<file path="src/sv/sca_pkg.sv">
// ----------------------------------------------------------------------------
// Slab chunk allocator package
// Shared constants, codes, state and command types of the chunk allocator.
// ----------------------------------------------------------------------------
package sca_pkg;

  localparam int unsigned NumSlots   = 16;
  localparam int unsigned NumChunks  = 32;
  localparam int unsigned NumBuckets = NumChunks + 1;
  localparam int unsigned NumLinks   = NumSlots * NumChunks;

  localparam int unsigned SlotW    = 4;   // slot index
  localparam int unsigned IdxW     = 5;   // chunk index inside a block
  localparam int unsigned CntW     = 6;   // free count, hint, bucket, chunk link
  localparam int unsigned ListW    = 5;   // slot list link, NilSlot means none
  localparam int unsigned HandleW  = 9;
  localparam int unsigned BlkCntW  = 5;
  localparam int unsigned SizeW    = 16;
  localparam int unsigned CfgSizeW = 14;
  localparam int unsigned CfgIdxW  = 1;
  localparam int unsigned CfgDataW = 14;
  localparam int unsigned InDataW  = 32;
  localparam int unsigned OutDataW = 24;

  localparam logic [ListW-1:0]    NilSlot           = 5'd16;
  localparam logic [CntW-1:0]     ChunksPerBlockRst = 6'd32;
  localparam logic [CfgSizeW-1:0] ChunkSizeRst      = 14'd64;
  localparam logic [CntW-1:0]     MaxCpb            = 6'd32;
  localparam logic [CfgSizeW-1:0] MinChunkSize      = 14'd4;

  typedef enum logic [1:0] {
    StOk           = 2'd0,
    StSizeMismatch = 2'd1,
    StNoSlot       = 2'd2
  } status_e;

  typedef enum logic {
    ReqAlloc = 1'b0,
    ReqFree  = 1'b1
  } req_e;

  typedef enum logic [CfgIdxW-1:0] {
    CfgChunksPerBlock = 1'b0,
    CfgChunkSize      = 1'b1
  } cfg_reg_e;

  typedef enum logic [4:0] {
    FsmIdle,
    FsmDispatch,
    FsmOpen,
    FsmFill,
    FsmOpenPushRd,
    FsmOpenPushWr,
    FsmAlHead,
    FsmAlLoad,
    FsmAlCheck,
    FsmAlRemove,
    FsmAlUpd,
    FsmAlPushRd,
    FsmAlPushWr,
    FsmAlHint,
    FsmFrLoad,
    FsmFrRemove,
    FsmFrUpd,
    FsmFrPushRd,
    FsmFrPushWr,
    FsmFinish
  } state_e;

  typedef enum logic [3:0] {
    CmdNone,
    CmdAccept,
    CmdErrSize,
    CmdErrSlot,
    CmdOpen,
    CmdFill,
    CmdPushRd,
    CmdPushWr,
    CmdHeadRd,
    CmdLoad,
    CmdRemove,
    CmdAlUpd,
    CmdAlHint,
    CmdFrLoad,
    CmdFrUpd,
    CmdFinish
  } cmd_e;

  typedef struct packed {
    logic is_free;
    logic size_ok;
    logic hint_zero;
    logic have_empty;
    logic hint_nonempty;
    logic slot_ok;
    logic free_ok;
    logic fill_last;
    logic release_blk;
    logic out_busy;
  } dp_status_t;

endpackage

</file>
<file path="src/sv/sca_ctrl.sv">
// ----------------------------------------------------------------------------
// Chunk allocator controller
// Sequences one request at a time through the datapath steps.
// ----------------------------------------------------------------------------
module sca_ctrl (
  input  logic                clk_i,
  input  logic                rst_ni,
  input  logic                in_valid_i,
  output logic                in_ready_o,
  input  sca_pkg::dp_status_t status_i,
  output sca_pkg::cmd_e       cmd_o
);

  sca_pkg::state_e state_q, state_d;

  always_ff @(posedge clk_i or negedge rst_ni) begin
    if (!rst_ni) begin
      state_q <= sca_pkg::FsmIdle;
    end else begin
      state_q <= state_d;
    end
  end

  always_comb begin
    state_d    = state_q;
    cmd_o      = sca_pkg::CmdNone;
    in_ready_o = 1'b0;
    unique case (state_q)
      sca_pkg::FsmIdle: begin
        in_ready_o = 1'b1;
        if (in_valid_i) begin
          cmd_o   = sca_pkg::CmdAccept;
          state_d = sca_pkg::FsmDispatch;
        end
      end
      sca_pkg::FsmDispatch: begin
        priority if (status_i.is_free) begin
          state_d = status_i.free_ok ? sca_pkg::FsmFrLoad : sca_pkg::FsmFinish;
        end else if (!status_i.size_ok) begin
          cmd_o   = sca_pkg::CmdErrSize;
          state_d = sca_pkg::FsmFinish;
        end else if (status_i.hint_zero) begin
          if (status_i.have_empty) begin
            state_d = sca_pkg::FsmOpen;
          end else begin
            cmd_o   = sca_pkg::CmdErrSlot;
            state_d = sca_pkg::FsmFinish;
          end
        end else if (status_i.hint_nonempty) begin
          cmd_o   = sca_pkg::CmdHeadRd;
          state_d = sca_pkg::FsmAlLoad;
        end else begin
          cmd_o   = sca_pkg::CmdErrSlot;
          state_d = sca_pkg::FsmFinish;
        end
      end
      sca_pkg::FsmOpen: begin
        cmd_o   = sca_pkg::CmdOpen;
        state_d = sca_pkg::FsmFill;
      end
      sca_pkg::FsmFill: begin
        cmd_o = sca_pkg::CmdFill;
        if (status_i.fill_last) begin
          state_d = sca_pkg::FsmOpenPushRd;
        end
      end
      sca_pkg::FsmOpenPushRd: begin
        cmd_o   = sca_pkg::CmdPushRd;
        state_d = sca_pkg::FsmOpenPushWr;
      end
      sca_pkg::FsmOpenPushWr: begin
        cmd_o   = sca_pkg::CmdPushWr;
        state_d = sca_pkg::FsmAlHead;
      end
      sca_pkg::FsmAlHead: begin
        cmd_o   = sca_pkg::CmdHeadRd;
        state_d = sca_pkg::FsmAlLoad;
      end
      sca_pkg::FsmAlLoad: begin
        cmd_o   = sca_pkg::CmdLoad;
        state_d = sca_pkg::FsmAlCheck;
      end
      sca_pkg::FsmAlCheck: begin
        if (status_i.slot_ok) begin
          state_d = sca_pkg::FsmAlRemove;
        end else begin
          cmd_o   = sca_pkg::CmdErrSlot;
          state_d = sca_pkg::FsmFinish;
        end
      end
      sca_pkg::FsmAlRemove: begin
        cmd_o   = sca_pkg::CmdRemove;
        state_d = sca_pkg::FsmAlUpd;
      end
      sca_pkg::FsmAlUpd: begin
        cmd_o   = sca_pkg::CmdAlUpd;
        state_d = sca_pkg::FsmAlPushRd;
      end
      sca_pkg::FsmAlPushRd: begin
        cmd_o   = sca_pkg::CmdPushRd;
        state_d = sca_pkg::FsmAlPushWr;
      end
      sca_pkg::FsmAlPushWr: begin
        cmd_o   = sca_pkg::CmdPushWr;
        state_d = sca_pkg::FsmAlHint;
      end
      sca_pkg::FsmAlHint: begin
        cmd_o   = sca_pkg::CmdAlHint;
        state_d = sca_pkg::FsmFinish;
      end
      sca_pkg::FsmFrLoad: begin
        cmd_o   = sca_pkg::CmdFrLoad;
        state_d = sca_pkg::FsmFrRemove;
      end
      sca_pkg::FsmFrRemove: begin
        cmd_o   = sca_pkg::CmdRemove;
        state_d = sca_pkg::FsmFrUpd;
      end
      sca_pkg::FsmFrUpd: begin
        cmd_o   = sca_pkg::CmdFrUpd;
        state_d = status_i.release_blk ? sca_pkg::FsmFinish : sca_pkg::FsmFrPushRd;
      end
      sca_pkg::FsmFrPushRd: begin
        cmd_o   = sca_pkg::CmdPushRd;
        state_d = sca_pkg::FsmFrPushWr;
      end
      sca_pkg::FsmFrPushWr: begin
        cmd_o   = sca_pkg::CmdPushWr;
        state_d = sca_pkg::FsmFinish;
      end
      sca_pkg::FsmFinish: begin
        // Wait here while the output register still holds an untaken result.
        if (!status_i.out_busy) begin
          cmd_o   = sca_pkg::CmdFinish;
          state_d = sca_pkg::FsmIdle;
        end
      end
      default: state_d = sca_pkg::FsmIdle;
    endcase
  end

endmodule

</file>
<file path="config.mk">
export PLATFORM = sky130hd
export DESIGN_NAME = sca_ctrl
export DESIGN_NICKNAME = d
export VERILOG_FILES = /design/src/sv/sca_pkg.sv /design/src/sv/sca_ctrl.sv
export SDC_FILE = /design/constraint.sdc
export NUM_CORES = 1
export LEC_CHECK = 0
export CAP_MARGIN = 30
export CORE_AREA = 3 3 40 42
export CTS_BUF_LIST = sky130_fd_sc_hd__clkbuf_4 sky130_fd_sc_hd__clkbuf_8
export DETAILED_ROUTE_END_ITERATION = 10
export DIE_AREA = 0 0 43 45
export DONT_BUFFER_PORTS = 1
export GPL_TIMING_DRIVEN = 0
export PLACE_DENSITY = 0.68
export SETUP_SLACK_MARGIN = 0.02
export SYNTH_ARGS = -nofsm -noshare
export SYNTH_HDL_FRONTEND = slang
export SYNTH_SLANG_ARGS = --single-unit
</file>
<file path="constraint.sdc">
create_clock -name clk_i -period 2.5 [get_ports clk_i]
set_input_delay 0 -clock clk_i [delete_from_list [all_inputs] [get_ports clk_i]]
set_output_delay 0 -clock clk_i [all_outputs]
set_load 0.01 [all_outputs]
</file>
# [Word-level counts from Yosys, hierarchy flattened]
# Cells that the tools add are included.
[classes] n_addsub=0 div=0 n_mul=0 n_eq_ne=22 n_mux=22 order_cmp=0 shifts=0 reduce_logical=6 bitwise=0
[ops] op="case mux 5 bit (19 select lines)" count=1
[ops] op="case mux 4 bit (15 select lines)" count=1
[ops] op="2-to-1 mux 5 bit" count=10
[ops] op="equality test 5 x 4 -> 1 bit, second input constant" count=8
[ops] op="equality test 5 x 3 -> 1 bit, second input constant" count=4
[ops] op="equality test 5 bit, second input constant" count=4
[ops] op="2-to-1 mux 4 bit" count=5
[ops] op="equality test 5 x 2 -> 1 bit, second input constant" count=2
[ops] op="2-to-1 mux 2 bit" count=3
[ops] op="inequality test 2 bit, second input constant" count=3
[ops] op="OR reduction 3 bit" count=2
[ops] op="equality test 5 x 1 -> 1 bit, second input constant" count=1
[ops] op="logical NOT 5 bit" count=1
[ops] op="OR reduction 2 bit" count=2
[ops] op="AND reduction 3 bit" count=1
[ops] op="2-to-1 mux 1 bit" count=2
[word_totals] n_memories=0 ff_bits=5 wordCells=51 input_bits=13 mem_bits_ro=0 latch_bits=0 mem_bits_rw=0 out_inout_bits=5

# [Longest topological paths before layout]
# Gate-level depths: netlist of the first run.
[depth] word_depth=5 ltp_mapped=6 depth_no_buf=4

# [Worst setup path after synthesis of the first run]
# Ideal clock, no wire load.
[synth_path] path_type="reg-to-reg" from="register state_q[2]" to="register state_q[0]" setup_slack_ns=1.093 n_path_buf=1 period_less_slack_ns=1.407 stages_incl_launch_ff=6 setup_ns=0.134 t_required_ns=2.366 arrival_ns=1.273 path_cell_list="dfrtp_1 buf_2 or2_1 or3_1 a21oi_1 o21ai_0"
[synth_between] elab_chain_len=3 elab_cells_between_ends=26 cone_classes="eq/ne (22); mux (1); reduce/logical (3)"
[synth_lines] element="start, declared" line="sca_ctrl.sv:14" text="sca_pkg::state_e state_q, state_d;"
[synth_lines] element="start signal, assigned" line="sca_ctrl.sv:18" text="state_q <= sca_pkg::FsmIdle;"
[synth_lines] element="start signal, assigned" line="sca_ctrl.sv:20" text="state_q <= state_d;"
[synth_lines] element="equality test 5 bit, or another cell as far along" line="sca_ctrl.sv:28" text="unique case (state_q)"
[synth_lines] element="OR reduction 2 bit (no source line) or inequality test 2 bit (tied branches)"
[synth_lines] element="case mux 5 bit (19 select lines) or AND reduction 3 bit (tied branches)"
# Several ways; a longest one is shown, not always the timed one.
# A chain may end at the register's enable or synchronous reset.

# [Final worst setup path of the first run]
[layout_path] from="register state_q[4]" to="register state_q[2]"
# The elaborated chain is that of the path after synthesis.

==> impl_metrics.json, run 1 <==
{
  "status": "finished clean",
  "ys_ff_latch": 5,
  "largest_reg_flops": 5,
  "grt_use_total_pct": 26.86,
  "syn_area_um2": 704.4,
  "cts_root_buf": "clkbuf_4",
  "fillers": 141,
  "synth_edf_count": 0,
  "max_flop_register": "state_q",
  "maxCapViolations": 0,
  "power_switching_uw": 575.8,
  "via_per_inst": 7.017,
  "multi_input_area_um2": 521.8,
  "relSlewSlack_pct": 68.34,
  "wl_per_cell_um": 19.20,
  "whs_ns": 0.01533,
  "core_area_um2": 1285,
  "die_y_um": 45,
  "clk_latency_ns": 0.26,
  "seq_area_um2": 125.1,
  "p_int_uw": 485.2,
  "drtIter0Drc": 55,
  "hold_class": "input pin to register",
  "gp_congestion": 0.9445,
  "synth-adder-area-share_pct": 0,
  "path_class": "register to register",
  "setup_viol": 0,
  "numCtsBuffers": 3,
  "yosysSeqAreaShare_pct": 17.76,
  "grt_pass1_wl_mm": 3.850,
  "antenna_found_initial": 0,
  "fin_skew_ns": 0.0008299,
  "htree_levels": 1,
  "critPathLaunchType": "register",
  "start_util_pct": 54.82,
  "power_density_nw_per_um2": 1355,
  "cp-end-kind": "register",
  "finalSetupTns_ns": 0,
  "pwr-share-seq_pct": 13.4,
  "reg.largest.list": "state_q: 5 flops",
  "clkSinkCount": 5,
  "p_comb_share_pct": 76.0,
  "ant_nets": 0,
  "synth-simple-area-share_pct": 37.30,
  "path_clk_slew_ns": 0.05,
  "synth.area.mux_share_pct": 1.421,
  "drcViolationCount": 0,
  "power_frac_clock_pct": 10.5,
  "area_growth_pct": 11.19,
  "synth-compound-area-share_pct": 34.10,
  "routed_wl_mm": 2.323,
  "final_cell_mix": "buf_2, nor2b_1, o211ai_1, nand3_1",
  "cp-startpoint": "state_q[4]$_DFFE_PN0P_",
  "die-area_um2": 1935,
  "worst_slew_pin_slew_ns": 0.4749,
  "finalNetCount": 120,
  "hold_viol": 0,
  "hp-start": "status_i[8]",
  "p_leak_nw": 0.2964,
  "overflow": 0,
  "post-route-period-util_pct": 84.51,
  "rsz0062_at_grt": "no",
  "worstPathArrival_ns": 2.29,
  "synth_top_family_by_area": "simple AND/OR/NAND/NOR gates",
  "syn_inst": 99,
  "post-dp-hpwl_mm": 1.643,
  "path_max_fanout": 10,
  "synth_flop_cell": "dfrtp_1",
  "synth_xor_area_share_pct": 1.243,
  "port_buffers": 0,
  "syn-num-nets": 112,
  "drive_above_1_share_pct": 12.26,
  "die_width_um": 43,
  "first_pass_iters": 4,
  "post-place-ws_ns": 0.9072,
  "grt_max_degree": 11,
  "r2r-start": "state_q[4]$_DFFE_PN0P_",
  "grt_pass1_vias": 804,
  "drv_slew": 0,
  "clock_path_buffers": 2,
  "num_rows": 13,
  "fmax_mhz": 473.3,
  "cts_tree": "built",
  "ioPinCount": 18,
  "post_cts_resized": 0,
  "power_mw": 1.061,
  "finalCriticalPeriod_ns": 2.113,
  "crit_required_ns": 2.67,
  "synth_cell_types": 37,
  "diodes": 0,
  "peakVddDrop_mv": 0.7189,
  "setup_ws_ns": 0.3872,
  "vias": 849,
  "yosysWarnings": 0,
  "ys_async_sr_fraction_pct": 100.0,
  "syn_area_per_cell_um2": 7.115,
  "switching_share_pct": 54.27
}
[metrics by stage]
| stage | std cells | area, µm² | util (%) |
|---|---|---|---|
| after CTS | 121 | 783.3 | 60.95 |
| after global routing | 121 | 783.3 | 60.95 |
| after detailed placement | 114 | 723.2 | 56.28 |
| final | 121 | 783.3 | 60.95 |
| after global placement | 114 | 723.2 | 56.28 |
| after floorplan | 99 | 704.4 | - |
[cell usage after synthesis, types with 2 or more instances]
master / instances / area (µm²)
and2_1: 2 / 12.51
nor2_1: 6 / 22.52
inv_1: 3 / 11.26
o21bai_1: 2 / 15.01
nand2_1: 5 / 18.77
o31ai_1: 2 / 15.01
nand4b_1: 3 / 26.28
nand2b_1: 2 / 12.51
dfrtp_1: 5 / 125.1
a31oi_1: 3 / 18.77
or3_1: 3 / 18.77
nor2b_1: 7 / 43.79
a21oi_1: 6 / 30.03
a32oi_1: 2 / 17.52
clkbuf_1: 3 / 11.26
nand3_1: 7 / 35.03
buf_2: 7 / 35.03
o21ai_0: 6 / 30.03
o211ai_1: 7 / 52.55
[area by class of cell]
type                    instances  area share, %
flip-flops and latches          5          15.97
well taps                      15          2.396
clock buffers                   4          3.834
multi-input cells              81          66.61
plain buffers                  10          5.911
repair buffers                  3          3.834
inverters                       3          1.438
[cells by family after synthesis]
family                 after synthesis
multiplexers                         1
AND/OR/NAND/NOR                     44
buffers and inverters               13
XOR/XNOR                             1
flip-flops                           5
AO/OA/AOI/OAI                       35
[routing by layer]
metal  part of all wire [%]  wire length, µm  vias to the layer above  global-route usage (%)
met1                     42              969                      402                   35.11
li1                       -                -                      392                       -
met4                    2.1               48                        0                   17.47
met2                     48             1104                       48                   40.12
met5                      0                0                        -                       0
met3                    8.6              200                        7                   5.578
[worst max-delay path: stages (launching register included)]
cell and delay [ns]:
dfrtp_1 0.40, clkbuf_1 0.25, nor3_1 0.28, and2_1 0.22, nand4b_1 0.15, dlygate4sd3_1 0.59
a21oi_1 0.15
[power groups by stage]
stage | Sequential [mW] | Combinational, mW | Clock (mW)
3_5_place_dp | 0.142 | 0.775 | 0
3_3_place_gp | 0.142 | 0.765 | 0
6_report | 0.143 | 0.807 | 0.112
2_1_floorplan | 0.135 | 0.621 | 0
4_1_cts | 0.141 | 0.788 | 0.112
5_1_grt | 0.147 | 0.884 | 0.120
[what timing repair did]
action                    in CTS  in global routing
setup buffers                  0                  0
hold buffers                   3                  0
hold endpoints to repair       6                  0
[final timing paths]
check,cells after the start,to,slack (ns)
worst max-delay path,6,state_q[2]$_DFFE_PN0P_,0.39
worst min-delay path,3,state_q[4]$_DFFE_PN0P_,0.02
worst max register to register,6,state_q[2]$_DFFE_PN0P_,0.39
worst min register to register,2,state_q[3]$_DFFE_PN0P_,0.70
max in group asynchronous,1,state_q[0]$_DFFE_PN0P_,2.27
min in group asynchronous,1,state_q[1]$_DFFE_PN0P_,0.03
No activity file was read; power rests on OpenSTA's default activity.
==> run 2, diff against run 1 <==
Settings changed: ABC_AREA set to 1, PLACE_DENSITY 0.68 to 0.69.
Clock period 2.5 ns to 2 ns, I/O delays scaled along.
==> impl_metrics.json, run 2 <==
{
  "synth_area_leader_cell": "nand2_1",
  "post_cts_buffers": 0,
  "maxCapViolations": 0,
  "wl_per_cell_um": 12.32,
  "power_frac_clock_pct": 11.8,
  "htree_levels": 1,
  "drv_slew": 0,
  "dp_cells": 152,
  "hold_depth": 3,
  "r2r_setup_slack_ns": 0.49,
  "via_per_inst": 5.550,
  "path_max_fanout": 5,
  "post-dp-hpwl_mm": 1.611,
  "status": "finished, violations left",
  "grt_use_total_pct": 23.03,
  "fmax_mhz": 572.0,
  "hp-start": "status_i[8]",
  "fin_skew_ns": 0.01234,
  "overflow": 0,
  "setup_viol": 0,
  "finalCriticalPeriod_ns": 1.748,
  "power_density_nw_per_um2": 1405,
  "final_util_pct": 63.10,
  "hold_viol": 1,
  "num_rows": 13,
  "die_y_um": 45,
  "diodes": 0,
  "rsz0062_at_grt": "no",
  "vias": 888,
  "cts_root_buf": "clkbuf_4",
  "drtIter0Drc": 66,
  "switching_share_pct": 57.60,
  "post-route-period-util_pct": 87.41,
  "path_clk_slew_ns": 0.05,
  "grt_pass1_vias": 799,
  "ys_ff_latch": 5,
  "grt_pass1_wl_mm": 3.318,
  "synth_common_cells": "nand2_1, nor2_1, nand3_1",
  "largest_reg_flops": 5,
  "drcViolationCount": 0,
  "final_common_cell": "nand2_1",
  "relSlewSlack_pct": 77.32,
  "pwr-share-seq_pct": 17.7,
  "hold_class": "input pin to register",
  "drive_above_1_share_pct": 14.48,
  "syn_area_per_cell_um2": 5.270,
  "yosysWarnings": 0,
  "p_comb_share_pct": 70.5,
  "syn_inst": 137,
  "synth_cell_types": 19,
  "antenna_found_initial": 0,
  "crit_required_ns": 2.00,
  "cts_tree": "built",
  "yosysTopAreaCellShare_pct": 18.20,
  "synth_flop_cell": "dfrtp_1",
  "reg.largest.list": "state_q: 5 flops",
  "ant_nets": 0,
  "clkSinkCount": 5,
  "first_pass_iters": 4,
  "start_util_pct": 56.18,
  "gp_congestion": 0.9185,
  "whs_ns": -0.0005828,
  "ys_async_sr_fraction_pct": 100.0,
  "ioPinCount": 18,
  "yosysMostFrequentCell": "nand2_1",
  "r2r-start": "state_q[2]$_DFFE_PN0P_",
  "p_int_uw": 482.8,
  "port_buffers": 0,
  "routed_wl_mm": 1.971,
  "violations": "negative hold slack",
  "yosysSeqAreaShare_pct": 17.33,
  "synth_area_leaders": "nand2_1, dfrtp_1, nor2_1, nand3_1, inv_1",
  "r2r_cells": 8,
  "whs_endpoint": "state_q[4]$_DFFE_PN0P_",
  "peakVddDrop_mv": 1.121,
  "worstPathArrival_ns": 1.75,
  "synth_edf_count": 0,
  "max_flop_register": "state_q",
  "finalSetupTns_ns": 0,
  "p_leak_nw": 0.4643,
  "finalNetCount": 159,
  "syn_area_um2": 721.9,
  "worst_slew_pin_slew_ns": 0.3367,
  "instances_no_fill": 160,
  "post_cts_resized": 0,
  "syn-num-nets": 150,
  "area_growth_pct": 12.31,
  "grt_max_degree": 9,
  "cp-end-kind": "output pin",
  "final_cell_mix": "nand2_1, nor2_1, nand3_1, inv_1, nor2_2",
  "clock_path_buffers": 2,
  "clk_latency_ns": 0.25,
  "path_class": "register to output pin",
  "numCtsBuffers": 3,
  "die_width_um": 43,
  "r2r-end": "state_q[0]$_DFFE_PN0P_",
  "critPathLaunchType": "register",
  "power_switching_uw": 656.0,
  "die-area_um2": 1935,
  "core_area_um2": 1285
}
-- run 2: changes by cell type in the layout (fill, tap and decap cells not counted), sizes merged, moves of 3 or more --
cell and change:
nand2 +34, nor2 +29, inv +15, nand3 +12, nor2b -7, buf -6
o211ai -6, a31oi -3, clkbuf -3, nand4 +3, nand4b -3, or3 -3
-- run 2: final cells by class --
type	count	area [µm²]
multi-input combinational	112	518.0
fill	134	474.2
sequential	5	125.1
inverter	19	71.32
timing repair buffer	4	40.04
clock buffer	4	30.03
tap	15	18.77
buffer	1	7.507
-- run 2: how the worst max path moves through the flow --
stage                                         to              startpoint  slack, ns
after CTS                               cmd_o[3]  state_q[3]$_DFFE_PN0P_       0.28
after global placement                  cmd_o[3]  state_q[3]$_DFFE_PN0P_       0.53
after global routing                    cmd_o[3]  state_q[2]$_DFFE_PN0P_       0.14
final                                   cmd_o[3]  state_q[2]$_DFFE_PN0P_       0.25
after floorplan           state_q[0]$_DFFE_PN0P_  state_q[0]$_DFFE_PN0P_       0.71
after detailed placement  state_q[0]$_DFFE_PN0P_  state_q[0]$_DFFE_PN0P_       0.53
-- run 2: per-layer routing --
layer  wire length [µm]  global-route usage, %  up-vias  part of all wire (%)
met5                  0                      0        -                     0
met4                 57                  11.45        0                   2.9
met3                191                  5.179        8                   9.7
met2                889                  36.83       53                    45
met1                832                  29.41      375                    42
li1                   -                      -      452                     -
-- run 2: power by group through the flow --
stage	clock network (mW)	logic, mW	registers, mW
final	0.134	0.803	0.202
after global routing	0.144	0.896	0.211
after CTS	0.138	0.795	0.198
after detailed placement	0	0.784	0.199
after global placement	0	0.781	0.199
after floorplan	0	0.632	0.192
-- run 2: kinds of logic after synthesis --
kind of cell    synth area share [%]
compound gates                 7.972
buf+inv                        10.92
flops                          17.33
simple gates                   63.78
-- run 2: through the flow --
| step | power [mW] | instance area (µm²) | worst slack, ns | hold slack [ns] |
|---|---|---|---|---|
| after global routing | 1.251 | 810.8 | 0.1366 | 0.02446 |
| after CTS | 1.131 | 810.8 | 0.2814 | 0.00002932 |
| after global placement | 0.9802 | 740.7 | 0.5278 | -0.2955 |
| after detailed placement | 0.9829 | 740.7 | 0.5282 | -0.2955 |
| after floorplan | 0.8244 | 721.9 | 0.7067 | -0.2956 |
| final | 1.139 | 810.8 | 0.2518 | -0.0005828 |
-- run 2: critical path, cell delays in order, from the launching register on --
cell and delay, ns:
dfrtp_1 0.40, inv_1 0.14, nand2_1 0.15, nor2_1 0.28
nand3_1 0.21, o211ai_1 0.15, nor2_1 0.06, nand2_1 0.11
-- run 2: repair_timing --
item / 4_1_cts / 5_1_grt
setup endpoints to repair: 0 / 0
hold buffers: 4 / 0
hold endpoints to repair: 8 / 0
==> run 3, diff against run 2 <==
Settings changed: PLACE_DENSITY 0.69 to 0.71.
==> impl_metrics.json, run 3 (synthesis results as in run 2) <==
{
  "hold_viol": 0,
  "first_pass_iters": 4,
  "grt_pass1_vias": 782,
  "hp-start": "status_i[8]",
  "grt_max_degree": 9,
  "max_flop_register": "state_q",
  "drive_above_1_share_pct": 14.48,
  "vias": 919,
  "largest_reg_flops": 5,
  "core_area_um2": 1285,
  "clkSinkCount": 5,
  "final_area_um2": 810.8,
  "htree_levels": 1,
  "whs_endpoint": "state_q[4]$_DFFE_PN0P_",
  "worst_slew_pin_slew_ns": 0.3236,
  "ioPinCount": 18,
  "cpPeakStageDelay_ns": 0.42,
  "rsz0062_at_grt": "no",
  "power_mw": 1.129,
  "whs_ns": 0.01023,
  "finalNetCount": 159,
  "fin_skew_ns": 0.01085,
  "routed_wl_mm": 2.005,
  "postPlaceCellArea_um2": 740.7,
  "die-area_um2": 1935,
  "hold_depth": 3,
  "via_per_inst": 5.744,
  "drv_slew": 0,
  "final_util_pct": 63.10,
  "drcViolationCount": 0,
  "finalSetupTns_ns": 0,
  "antenna_found_initial": 0,
  "slowest_stage": "dfrtp_1",
  "setup_viol": 0,
  "crit_family": "simple AND/OR/NAND/NOR gates",
  "final_common_cell": "nand2_1",
  "wl_per_cell_um": 12.53,
  "numCtsBuffers": 3,
  "grt_pass1_wl_mm": 3.374,
  "area_growth_pct": 12.31,
  "cp_cell_sequence": "inv_1, nand2_1, nor2_1, nand3_1, o211ai_1, nor2_1, nand2_1",
  "worstPathArrival_ns": 1.73,
  "post-dp-hpwl_mm": 1.599,
  "r2r-start": "state_q[0]$_DFFE_PN0P_",
  "drtIter0Drc": 93,
  "finalCriticalPeriod_ns": 1.727,
  "port_buffers": 0,
  "crit_buf_inv": 1,
  "use_met3_pct": 2.789,
  "hold_class": "input pin to register",
  "clock_path_buffers": 2,
  "start_util_pct": 56.18,
  "clk_latency_ns": 0.25,
  "cts_tree": "built",
  "relSlewSlack_pct": 78.35,
  "cp-end-kind": "output pin",
  "diodes": 0,
  "num_rows": 13,
  "maxCapViolations": 0,
  "r2r-end": "state_q[0]$_DFFE_PN0P_",
  "peakVddDrop_mv": 0.9264,
  "post-route-period-util_pct": 86.36,
  "met1_usage_pct": 34.63,
  "gp_congestion": 0.9020,
  "overflow": 0,
  "grt.met2_usage_pct": 34.43,
  "fmax_mhz": 579.0,
  "path_class": "register to output pin",
  "reg.largest.list": "state_q: 5 flops",
  "die_width_um": 43,
  "path_max_fanout": 5,
  "p_leak_nw": 0.4643,
  "ant_nets": 0,
  "cts_root_buf": "clkbuf_4",
  "path_clk_slew_ns": 0.05,
  "critPathLaunchType": "register",
  "r2r_cells": 8,
  "post_cts_resized": 0,
  "status": "finished clean",
  "crit_required_ns": 2.00,
  "power_density_nw_per_um2": 1393,
  "grt_use_total_pct": 24.00,
  "die_y_um": 45,
  "r2r_setup_slack_ns": 0.49,
  "final_cell_mix": "nand2_1, nor2_1, nand3_1, inv_1, nor2_2",
  "grt.busiest_layer": "met1"
}
-- run 3: cell counts in the layout (fill, tap and decap cells not counted) --
Identical to the previous run, type by type.
-- run 3: worst min-delay path: cells and delay by family --
kind            cells  cell delay, ns
simple gates        2            0.14
compound gates      1            0.07
-- run 3: metrics by stage --
stage | setup slack (ns) | instances
final | 0.2728 | 160
after CTS | 0.3100 | 160
after floorplan | 0.7067 | 137
after global placement | 0.5399 | 152
after global routing | 0.1112 | 160
after detailed placement | 0.5105 | 152
-- run 3: layer usage --
metal,up-vias,part of all wire [%]
met5,-,0
met4,0,2.2
met3,5,11
met2,58,46
met1,406,41
li1,450,-
-- run 3: how the worst max path moves through the flow --
stage | startpoint | endpoint | cells after the start
finish | state_q[3]$_DFFE_PN0P_ | cmd_o[3] | 7
global route | state_q[2]$_DFFE_PN0P_ | cmd_o[3] | 7
CTS | state_q[3]$_DFFE_PN0P_ | cmd_o[3] | 7
detailed placement | state_q[0]$_DFFE_PN0P_ | state_q[0]$_DFFE_PN0P_ | 8
global placement | state_q[0]$_DFFE_PN0P_ | state_q[0]$_DFFE_PN0P_ | 8
floorplan | state_q[0]$_DFFE_PN0P_ | state_q[0]$_DFFE_PN0P_ | 8
-- run 3: final cells by class --
type	instances	area [µm²]
Multi-Input combinational cell	112	518.0
Buffer	1	7.507
Sequential cell	5	125.1
Tap cell	15	18.77
Clock buffer	4	30.03
Timing Repair Buffer	4	40.04
Inverter	19	71.32
Fill cell	144	474.2
-- run 3: timing repair --
item,in CTS,in global routing
hold buffers,4,0
setup buffers,0,0
endpoints found under the hold margin,8,0
endpoints found under the setup margin,0,0
-- run 3: where the power goes --
| group | switching [mW] | internal (mW) |
|---|---|---|
| logic | 0.545 | 0.246 |
| clock network | 0.0459 | 0.0892 |
| registers | 0.0557 | 0.147 |
| total | 0.647 | 0.483 |
